<file path="src/rtl/tdsch_pkg.sv">
// Shared types and constants for the two-task delay scheduler.
// No dependencies; used by tdsch_core and two_task_delay_scheduler.
`default_nettype none

package tdsch_pkg;

  // Default delay counter width.
  localparam int unsigned DelayBitsDef = 32;

  // Field widths fixed by the interface.
  localparam int unsigned AmountW = 32;
  localparam int unsigned LockW   = 8;

  // Lock may increment only while at or below this value (saturates at 255).
  localparam logic [LockW-1:0] LockMax = 8'd254;

  typedef enum logic [1:0] {
    OP_TICK   = 2'd0,
    OP_DELAY  = 2'd1,
    OP_LOCK   = 2'd2,
    OP_UNLOCK = 2'd3
  } op_e;

  typedef enum logic [1:0] {
    TASK_FIRST  = 2'd0,
    TASK_SECOND = 2'd1,
    TASK_IDLE   = 2'd2
  } task_e;

  // One result beat as produced by the core.
  typedef struct packed {
    logic             switched;
    task_e            run_task;
    logic [LockW-1:0] lock_depth;
  } res_t;

endpackage

`default_nettype wire

</file>
<file path="src/rtl/two_task_delay_scheduler.sv">
// Top level of the two-task delay scheduler: input register, result
// register and handshake. Depends on tdsch_pkg and tdsch_core.
`default_nettype none

// Two-task delay scheduler. Each input beat carries one operation (tick,
// delay the running task, lock, unlock) and yields exactly one result beat
// with the switch flag, the task now running (0 first, 1 second, 2 idle) and
// the lock depth. A beat is registered on entry and processed by the core
// against the scheduler state once the output register can take its result;
// one beat per cycle is sustained while the output is not stalled.
// The input keeps flowing while a result waits, as long as the single input
// register can drain; stall on the input rises only when both the input
// register and the output register are full and the output is stalled.
module two_task_delay_scheduler #(
  parameter int unsigned DELAY_BITS = tdsch_pkg::DelayBitsDef
) (
  input  wire logic                           clk_i,
  input  wire logic                           rst_ni,
  // input channel
  input  wire logic                           in_valid_i,
  output logic                                in_stall_o,
  input  wire logic [1:0]                     opcode_i,
  input  wire logic [tdsch_pkg::AmountW-1:0]  delay_amount_i,
  // result channel
  output logic                                out_valid_o,
  input  wire logic                           out_stall_i,
  output logic                                switched_o,
  output logic [1:0]                          running_task_o,
  output logic [tdsch_pkg::LockW-1:0]         lock_depth_o
);

  // Input register
  logic                              in_vld_q;
  tdsch_pkg::op_e                    op_q;
  logic [tdsch_pkg::AmountW-1:0]     amount_q;

  // Result register
  logic                              out_vld_q;
  tdsch_pkg::res_t                   res_q;

  tdsch_pkg::res_t                   core_res;
  logic                              out_free;
  logic                              fire;
  logic                              in_take;

  // Output register can take a new beat when empty or being drained.
  assign out_free   = !out_vld_q || !out_stall_i;
  // Core processes the held beat and commits state when the result fits.
  assign fire       = in_vld_q && out_free;
  // Input register free when empty or moving on this cycle.
  assign in_stall_o = in_vld_q && !out_free;
  assign in_take    = in_valid_i && !in_stall_o;

  always_ff @(posedge clk_i or negedge rst_ni) begin
    if (!rst_ni) begin
      in_vld_q <= 1'b0;
    end else if (in_take) begin
      in_vld_q <= 1'b1;
    end else if (fire) begin
      in_vld_q <= 1'b0;
    end
  end

  always_ff @(posedge clk_i) begin
    if (in_take) begin
      op_q     <= tdsch_pkg::op_e'(opcode_i);
      amount_q <= delay_amount_i;
    end
  end

  tdsch_core #(
    .DELAY_BITS (DELAY_BITS)
  ) u_core (
    .clk_i    (clk_i),
    .rst_ni   (rst_ni),
    .fire_i   (fire),
    .op_i     (op_q),
    .amount_i (amount_q),
    .res_o    (core_res)
  );

  always_ff @(posedge clk_i or negedge rst_ni) begin
    if (!rst_ni) begin
      out_vld_q <= 1'b0;
    end else if (fire) begin
      out_vld_q <= 1'b1;
    end else if (!out_stall_i) begin
      out_vld_q <= 1'b0;
    end
  end

  always_ff @(posedge clk_i) begin
    if (fire) begin
      res_q <= core_res;
    end
  end

  assign out_valid_o    = out_vld_q;
  assign switched_o     = res_q.switched;
  assign running_task_o = res_q.run_task;
  assign lock_depth_o   = res_q.lock_depth;

endmodule

`default_nettype wire

</file>
<file path="src/rtl/tdsch_core.sv">
// Scheduler state (delay counters, current task, lock count) and the
// combinational update for one operation. Depends on tdsch_pkg.
`default_nettype none

module tdsch_core #(
  parameter int unsigned DELAY_BITS = tdsch_pkg::DelayBitsDef
) (
  input  wire logic                           clk_i,
  input  wire logic                           rst_ni,
  input  wire logic                           fire_i,
  input  wire tdsch_pkg::op_e                 op_i,
  input  wire logic [tdsch_pkg::AmountW-1:0]  amount_i,
  output tdsch_pkg::res_t                     res_o
);

  logic [DELAY_BITS-1:0]       first_q, first_d;
  logic [DELAY_BITS-1:0]       second_q, second_d;
  tdsch_pkg::task_e            cur_q, cur_d;
  logic [tdsch_pkg::LockW-1:0] lock_q, lock_d;
  logic [DELAY_BITS-1:0]       amount;
  logic                        do_sched;
  logic                        sw;

  // Amount is kept to the counter width (zero-extended when wider).
  assign amount = DELAY_BITS'(amount_i);

  always_comb begin
    first_d  = first_q;
    second_d = second_q;
    lock_d   = lock_q;
    cur_d    = cur_q;
    do_sched = 1'b0;
    sw       = 1'b0;

    unique case (op_i)
      tdsch_pkg::OP_TICK: begin
        if (first_q != '0) first_d = first_q - 1'b1;
        if (second_q != '0) second_d = second_q - 1'b1;
        do_sched = 1'b1;
      end
      tdsch_pkg::OP_DELAY: begin
        if (cur_q == tdsch_pkg::TASK_FIRST) begin
          first_d = amount;
        end else if (cur_q != tdsch_pkg::TASK_IDLE) begin
          second_d = amount;
        end
        do_sched = 1'b1;
      end
      tdsch_pkg::OP_LOCK: begin
        if (lock_q <= tdsch_pkg::LockMax) lock_d = lock_q + 1'b1;
      end
      default: begin
        if (lock_q != '0) lock_d = lock_q - 1'b1;
        do_sched = (lock_d == '0);
      end
    endcase

    // Preference rules work on the freshly updated counters.
    if (do_sched && lock_d == '0) begin
      unique case (cur_q)
        tdsch_pkg::TASK_IDLE: begin
          if (first_d == '0) begin
            cur_d = tdsch_pkg::TASK_FIRST;
            sw    = 1'b1;
          end else if (second_d == '0) begin
            cur_d = tdsch_pkg::TASK_SECOND;
            sw    = 1'b1;
          end
        end
        tdsch_pkg::TASK_FIRST: begin
          if (second_d == '0) begin
            cur_d = tdsch_pkg::TASK_SECOND;
            sw    = 1'b1;
          end else if (first_d != '0) begin
            cur_d = tdsch_pkg::TASK_IDLE;
            sw    = 1'b1;
          end
        end
        default: begin
          // second task (an unused code behaves the same)
          if (first_d == '0) begin
            cur_d = tdsch_pkg::TASK_FIRST;
            sw    = 1'b1;
          end else if (second_d != '0) begin
            cur_d = tdsch_pkg::TASK_IDLE;
            sw    = 1'b1;
          end
        end
      endcase
    end
  end

  always_ff @(posedge clk_i or negedge rst_ni) begin
    if (!rst_ni) begin
      first_q  <= '0;
      second_q <= '0;
      cur_q    <= tdsch_pkg::TASK_FIRST;
      lock_q   <= '0;
    end else if (fire_i) begin
      first_q  <= first_d;
      second_q <= second_d;
      cur_q    <= cur_d;
      lock_q   <= lock_d;
    end
  end

  assign res_o.switched   = sw;
  assign res_o.run_task   = cur_d;
  assign res_o.lock_depth = lock_d;

endmodule

`default_nettype wire

</file>
<file path="config.mk">
export PLATFORM = sky130hd
export DESIGN_NAME = two_task_delay_scheduler
export DESIGN_NICKNAME = d
export VERILOG_FILES = /design/src/rtl/tdsch_pkg.sv /design/src/rtl/two_task_delay_scheduler.sv /design/src/rtl/tdsch_core.sv
export SDC_FILE = /design/constraint.sdc
export NUM_CORES = 1
export LEC_CHECK = 0
export BUFFER_PORTS_ARGS = -buffer_cell sky130_fd_sc_hd__buf_2
export CAP_MARGIN = 10
export CORE_MARGIN = 2
export CORE_UTILIZATION = 54
export CTS_BUF_LIST = sky130_fd_sc_hd__clkbuf_2
export CTS_CLUSTER_DIAMETER = 50
export DETAILED_ROUTE_END_ITERATION = 7
export GPL_ROUTABILITY_DRIVEN = 1
export HOLD_SLACK_MARGIN = 0.06
export PLACE_DENSITY = 0.7
export SYNTH_ARGS = -nofsm -noshare
export SYNTH_HDL_FRONTEND = slang
export SYNTH_SLANG_ARGS = --single-unit
export TNS_END_PERCENT = 20
</file>
<file path="constraint.sdc">
create_clock -name clk_i -period 4.4 [get_ports clk_i]
set_input_delay 0.22 -clock clk_i [delete_from_list [all_inputs] [get_ports clk_i]]
set_output_delay 0.22 -clock clk_i [all_outputs]
set_load 0.05 [all_outputs]
</file>
==> metrics, run 1 <==
status=completed; maximum vdd ir drop=around 0.30 mV; Root Driver=clkbuf_2; crit-path cells=or4_1 -> or4_1 -> o21ai_4 -> mux2_2 -> a21oi_1 -> nand4_1 -> nor3_2 -> and4_1 -> and3_1 -> a211oi_1; Worst setup SP type=register; top-count cell post-synth=nand2_1; Post-Place Worst Slack=~0.41 ns; period utilization=between 90% and 100%; Hold Path End=amount_q[14]; worst setup margin=0.331 ns; Seq pwr share=37.1%; I/O Pins=51; Max FO, Critical Path=10; worst hold path depth=2; core box area=15800 um^2; Routability Congestion=0.977; Hold Vio Cnt, Final=0; Async SR Flop Fraction=62.8%; register area share after synthesis=37.7%; Post-DRT Antenna Nets=0; Worst Path Required=4.93 ns; arrival time at the worst endpoint=4.60 ns; unrepaired setup endpoints after global routing=no; NetSw=between 2 and 3 mW; initial DRC count=1371; WP buf/inv=0; clock network power share=about 17%; top cells by area in the synthesized netlist=dfrtp_1 22%, edfxtp_1 16%, o21ai_0 6.2%; final wirelength=29.7 mm; Final Setup Violations=0; Seq cells post-synth=121; first-pass GRT wire length=46.2 mm; First-pass DRT Iterations=5; reg2reg path depth=10; via/cell ratio=approximately 6.8; DIE AREA=17000 um^2; Worst Skew=0.0567 ns; htree depth=4; Area growth, synth to finish=13.1%; max-slew violation count=0; CTS tree=done; All-Layer GR Usage=35.7%; EDFF count, synth=45; Leak=about 3.8 nW; post-synth top area share=22.1%; Worst-Skew Late Latency=0.76 ns; initial antenna violation count=1; Reg2Reg Launch Point=u_core.second_q[16]; fin util=just over 60%; maxcap violations=0; Slew HR=27.9%; warning count from the yosys run=0; Fill cells=1425; Inserted Clock Buffers=17; Post-DP HPWL=20.2 mm; clk buf depth=2; Synth area leader=dfrtp_1; share of cells above drive strength 1=14.1%; total grt overflow=0; Power Dens Cells=567 nW/um^2; wire length per cell=22.6 um; Setup crit end kind=register; largest stage delay on the critical path=0.77 ns; Syn Std Cell Area=~8600 um^2; DRC=0; largest net degree at the start of global routing=81; reg2reg end=switched_o; Die Width=130 um; clock slew at reported path FFs=0.25 ns; FMAX=roughly 0.25 GHz; syn avg cell area=8.27 um^2; combinational power share=46.2%; Synth cell types=around 90; most frequent CP cell=or4_1; nets=roughly 1100; Sink Count=roughly 120; critical setup path kind=register to register; CP delay by family, top=simple AND/OR/NAND/NOR gates; switch share=a little under half; Int Power=2.93 mW; Synth top cells by count=137 x nand2_1, 107 x o21ai_0, 82 x clkbuf_1, 76 x dfrtp_1, 71 x nor2_1; ys flop type=dfrtp_1; Mapped Nets=1087; Port-buffer cells=50; Least-Margin Pin Slew=1.08 ns; post-synthesis cell count=around 1000; Cell Rows=46; vias in the first global route=8056; die span in y=about 130 um; Setup TNS=0 ns; min cycle time layout=4.07 ns; Reg2Reg Setup Slack=0.33 ns; Post-Layout Inst Area=9760 um^2; Post-CTS Setup Bufs=0; critical path's slowest cell=or4_1; Hold Path Class=primary input to register; Initial Util=54.7%; hold path startpoint=delay_amount_i[14]; DP Area=approximately 9000 um^2; PnR Total Power=5.54 mW; DR vias=8937
[how the worst max path moves through the flow]
stage                         from                 to  slack, ns  depth (start not counted)
4_1_cts          u_core.first_q[0]  running_task_o[0]       0.37                         12
3_5_place_dp     u_core.first_q[0]  running_task_o[0]       0.41                         12
3_3_place_gp     u_core.first_q[0]  running_task_o[0]       0.51                         12
5_1_grt        u_core.second_q[16]  running_task_o[0]       0.14                         10
2_1_floorplan    u_core.first_q[0]  running_task_o[0]       0.86                         13
6_report       u_core.second_q[16]         switched_o       0.33                         10
[state kept, by name, indices dropped and copies added, names as in the netlist, 2 cells and up]
name             count
u_core.first_q      32
u_core.lock_q        8
amount_q            32
u_core.cur_q         2
running_task_o       2
lock_depth_o         8
u_core.second_q     32
op_q                 2
[kinds of logic after synthesis]
kind of cell,after synthesis,share of synthesized area (%)
XOR/XNOR,8,0.812
AND/OR/NAND/NOR,434,26.5
multiplexers,15,1.90
AO/OA/AOI/OAI,331,26.2
adder cells (fa/ha/maj),6,0.870
flip-flops,121,37.7
buffers and inverters,128,5.96
[layout by cell type, fill, tap and decap left out, types with 6 or more instances in the layout]
cell,n
nor4_1,23
nand3_1,24
o221ai_1,6
nor2_1,70
nand2_1,136
inv_1,25
mux2_2,9
dfrtp_1,76
buf_2,49
or4_1,14
o22ai_1,21
nor2b_1,6
nand2b_1,12
or3_1,8
or2_2,6
nand4_1,26
a31oi_1,16
nor3_1,43
o211ai_1,9
a22oi_1,17
a2bb2oi_1,11
a21oi_1,35
o21ai_0,107
nor3b_1,6
and3_1,14
a22o_1,20
o31ai_1,11
a41oi_1,6
dlygate4sd3_1,39
edfxtp_1,45
ha_1,6
clkbuf_2,18
buf_4,37
[layer usage]
| layer | GRT usage [%] | wire length [um] | vias to the layer above |
|---|---|---|---|
| met1 | 51.5 | 12200 | 4209 |
| met3 | 7.65 | 3270 | 75 |
| li1 | - | - | 4059 |
| met5 | 0 | 0 | - |
| met4 | 12.0 | 1030 | 0 |
| met2 | 53.5 | 13200 | 594 |
[power by group through the flow]
stage                     sequential, mW  combinational, mW  clock, mW
after floorplan                     1.77               2.06          0
after global placement              2.04               2.44          0
after detailed placement            2.04               2.45          0
after CTS                           2.02               2.50      0.929
after global routing                2.10               2.82      0.979
final                               2.05               2.56      0.925
[area by class of cell]
type / instances / area, um^2 / share of cell area, %
Inverter: 25 / 93.8 / 0.962
Timing Repair Buffer: 127 / 953 / 9.77
Tap cell: 216 / 270 / 2.77
Clock inverter: 14 / 220 / 2.26
Antenna cell: 1 / 2.50 / 0.0256
Multi-Input combinational cell: 794 / 4870 / 50.0
Sequential cell: 121 / 3250 / 33.3
Clock buffer: 18 / 90.1 / 0.923
[through the flow]
| step | hold WS [ns] | std cells |
|---|---|---|
| finish | 0.152 | 1316 |
| global route | 0.114 | 1316 |
| CTS | 0.113 | 1315 |
| detailed placement | 0.170 | 1243 |
| global placement | 0.169 | 1243 |
| floorplan | -0.0756 | 1043 |
[repair_timing]
action | 4_1_cts | 5_1_grt
hold buffers | 40 | 0
resized for setup | 0 | 1
endpoints found under the hold margin | 117 | 0
endpoints found under the setup margin | 0 | 1
No activity file was read; power rests on OpenSTA's default activity.
==> run 2, diff against run 1 <==
--- a/config.mk
+++ b/config.mk
@@ -17,5 +17,6 @@
 export PLACE_DENSITY = 0.7
 export SYNTH_ARGS = -nofsm -noshare
 export SYNTH_HDL_FRONTEND = slang
+export SYNTH_HIERARCHICAL = 1
 export SYNTH_SLANG_ARGS = --single-unit
 export TNS_END_PERCENT = 20
==> metrics, run 2 <==
Async SR Flop Fraction=62.8%; maximum vdd ir drop=between 0.3 and 0.4 mV; top cells by area in the synthesized netlist=dfrtp_1 23%, edfxtp_1 16%, o21ai_0 4.9%; Least-Margin Pin Slew=1.05 ns; register area share after synthesis=38.7%; NetSw=1.97 mW; htree depth=4; die span in y=approximately 130 um; Synth top cells by count=102 x nand2_1, 90 x nor2_1, 83 x o21ai_0, 77 x clkbuf_1, 76 x dfrtp_1; CTS tree=done; switch share=45.7%; maxcap violations=0; Root Driver=clkbuf_2; Post-DRT Antenna Nets=0; Syn Std Cell Area=between 8000 and 9000 um^2; syn avg cell area=about 8.3 um^2; Worst Path Required=4.90 ns; Hold Path Class=primary input to asynchronous set/reset pin; initial DRC count=1545; Die Width=about 130 um; nets=1169; Initial Util=55.3%; Synth cell types=73; post-synthesis cell count=1012; largest stage delay on the critical path=0.61 ns; DR vias=9108; most frequent cells in the layout=102 x nand2_1, 94 x buf_4, 89 x nor2_1; arrival time at the worst endpoint=4.86 ns; DRC=0; Mapped Nets=about 1100; Seq cells post-synth=121; warning count from the yosys run=6; Setup TNS=0 ns; share of cells above drive strength 1=between 10% and 20%; Setup crit end kind=register; Cell Rows=45; Max FO, Critical Path=6; WHS=between 0.15 and 0.2 ns; Inserted Clock Buffers=17; crit-path cells=or4_1 -> nor4_2 -> buf_4 -> a31oi_1 -> a31oi_1 -> or4bb_1 -> or4_1 -> or3_4 -> o21a_1 -> mux2_2; largest net degree at the start of global routing=77; DIE AREA=roughly 17000 um^2; clk buf depth=2; Routability Congestion=1.02; critical setup path kind=register to register; initial antenna violation count=1; core box area=roughly 15000 um^2; Worst Skew=0.0236 ns; Synth area leader=dfrtp_1; Hold Vio Cnt, Final=0; FMAX=between 0.2 and 0.25 GHz; wire length per cell=23.7 um; I/O Pins=51; Slew HR=a little under a third; Area growth, synth to finish=18.6%; via/cell ratio=6.87; status=completed; Sink Count=121; Seq pwr share=41.9%; Worst-Skew Late Latency=between 0.7 and 0.8 ns; Port-buffer cells=50; post-synth top area share=22.6%; clock slew at reported path FFs=0.23 ns; Power Dens Cells=432 nW/um^2; first-pass GRT wire length=48.4 mm; All-Layer GR Usage=38.7%; max-slew violation count=0; total grt overflow=0; Leak=3.84 nW; Post-Place Worst Slack=0.0567 ns; ys flop type=dfrtp_1; top-count cell post-synth=nand2_1; clock network power share=16.5%; final wirelength=about 31 mm; combinational power share=41.6%; most common cell after layout, fill and taps aside=nand2_1; fin util=65.6%; Largest regs=amount_q: 32 flops, u_core/first_q: 32 flops, u_core/second_q: 32 flops; Worst setup SP type=register; period utilization=~99%; Post-DP HPWL=around 22 mm; EDFF count, synth=45; critical path's slowest cell=or4_1; Int Power=2.34 mW; DP Area=9290 um^2; First-pass DRT Iterations=6; min cycle time layout=4.37 ns; worst setup margin=0.0345 ns; Final Setup Violations=0; vias in the first global route=slightly above 8000; Post-Layout Inst Area=9970 um^2
## run 2: logic make-up (layout without fill, tap and decap cells)
logic type,after synthesis,in the layout,synth area share (%)
other,0,2,0
xor gates and xnor gates,13,13,1.35
and+or+nand+nor,402,402,24.2
adders and majority gates,8,8,1.19
buffers and inverters,122,246,5.63
DFF,121,121,38.7
muxes,25,25,3.21
AOI/OAI and AO/OA,321,321,25.7
## run 2: repair_timing
action | CTS | global route
endpoints found under the setup margin | 0 | 5
buffers inserted | 0 | 1
gates resized for setup | 0 | 12
hold buffers | 38 | 0
endpoints found under the hold margin | 112 | 0
## run 2: path summary, 6_finish.rpt
kind / startpoint / end / slack, ns / cells past startpoint
min: rst_ni / u_core/first_q[25] / 0.16 / 2
max: u_core/first_q[14] / running_task_o[0] / 0.03 / 10
max reg2reg: u_core/first_q[14] / running_task_o[0] / 0.03 / 10
max in group asynchronous: rst_ni / u_core/lock_q[7] / 3.55 / 2
min reg2reg: in_vld_q / out_valid_o / 0.54 / 1
min in group clk_i: delay_amount_i[27] / amount_q[27] / 0.19 / 2
## run 2: power by group through the flow
stage                     registers (mW)  clock network (mW)  logic [mW]
after detailed placement            1.80                   0        1.68
final                               1.81               0.710        1.79
after global placement              1.80                   0        1.68
after floorplan                     1.69                   0        1.17
after global routing                1.84               0.770        1.95
after CTS                           1.78               0.710        1.71
## run 2: layout make-up
type                       count  area [um^2]
antenna                        2         5.00
clock buffer                  17         85.1
clock inverter                15          134
fill                        1295         5230
inverter                      31          116
multi-input combinational    769         4770
sequential                   121         3250
tap                          188          235
timing repair buffer         183         1370
## run 2: layer usage
layer  up-vias  routed length (um)  track usage (%)
li1       4090                   -                -
met1      4193               12900             55.0
met2       714               13100             55.2
met3       111                4130             11.9
met4         0                1330             15.0
met5         -                   0                0
## run 2: stage by stage
stage                     power (mW)  cells
after global placement          3.48   1253
final                           4.30   1326
after detailed placement        3.48   1253
after global routing            4.56   1325
after CTS                       4.20   1323
after floorplan                 2.85   1012
## run 2: critical path: cells and delay by family, from the launching register on
| kind | cells | cell delay (ns) |
|---|---|---|
| AND/OR/NAND/NOR | 5 | 2.47 |
| flip-flops | 1 | 0.48 |
| multiplexers | 1 | 0.25 |
| buffers and inverters | 1 | 0.20 |
| AO/OA/AOI/OAI | 3 | 0.73 |
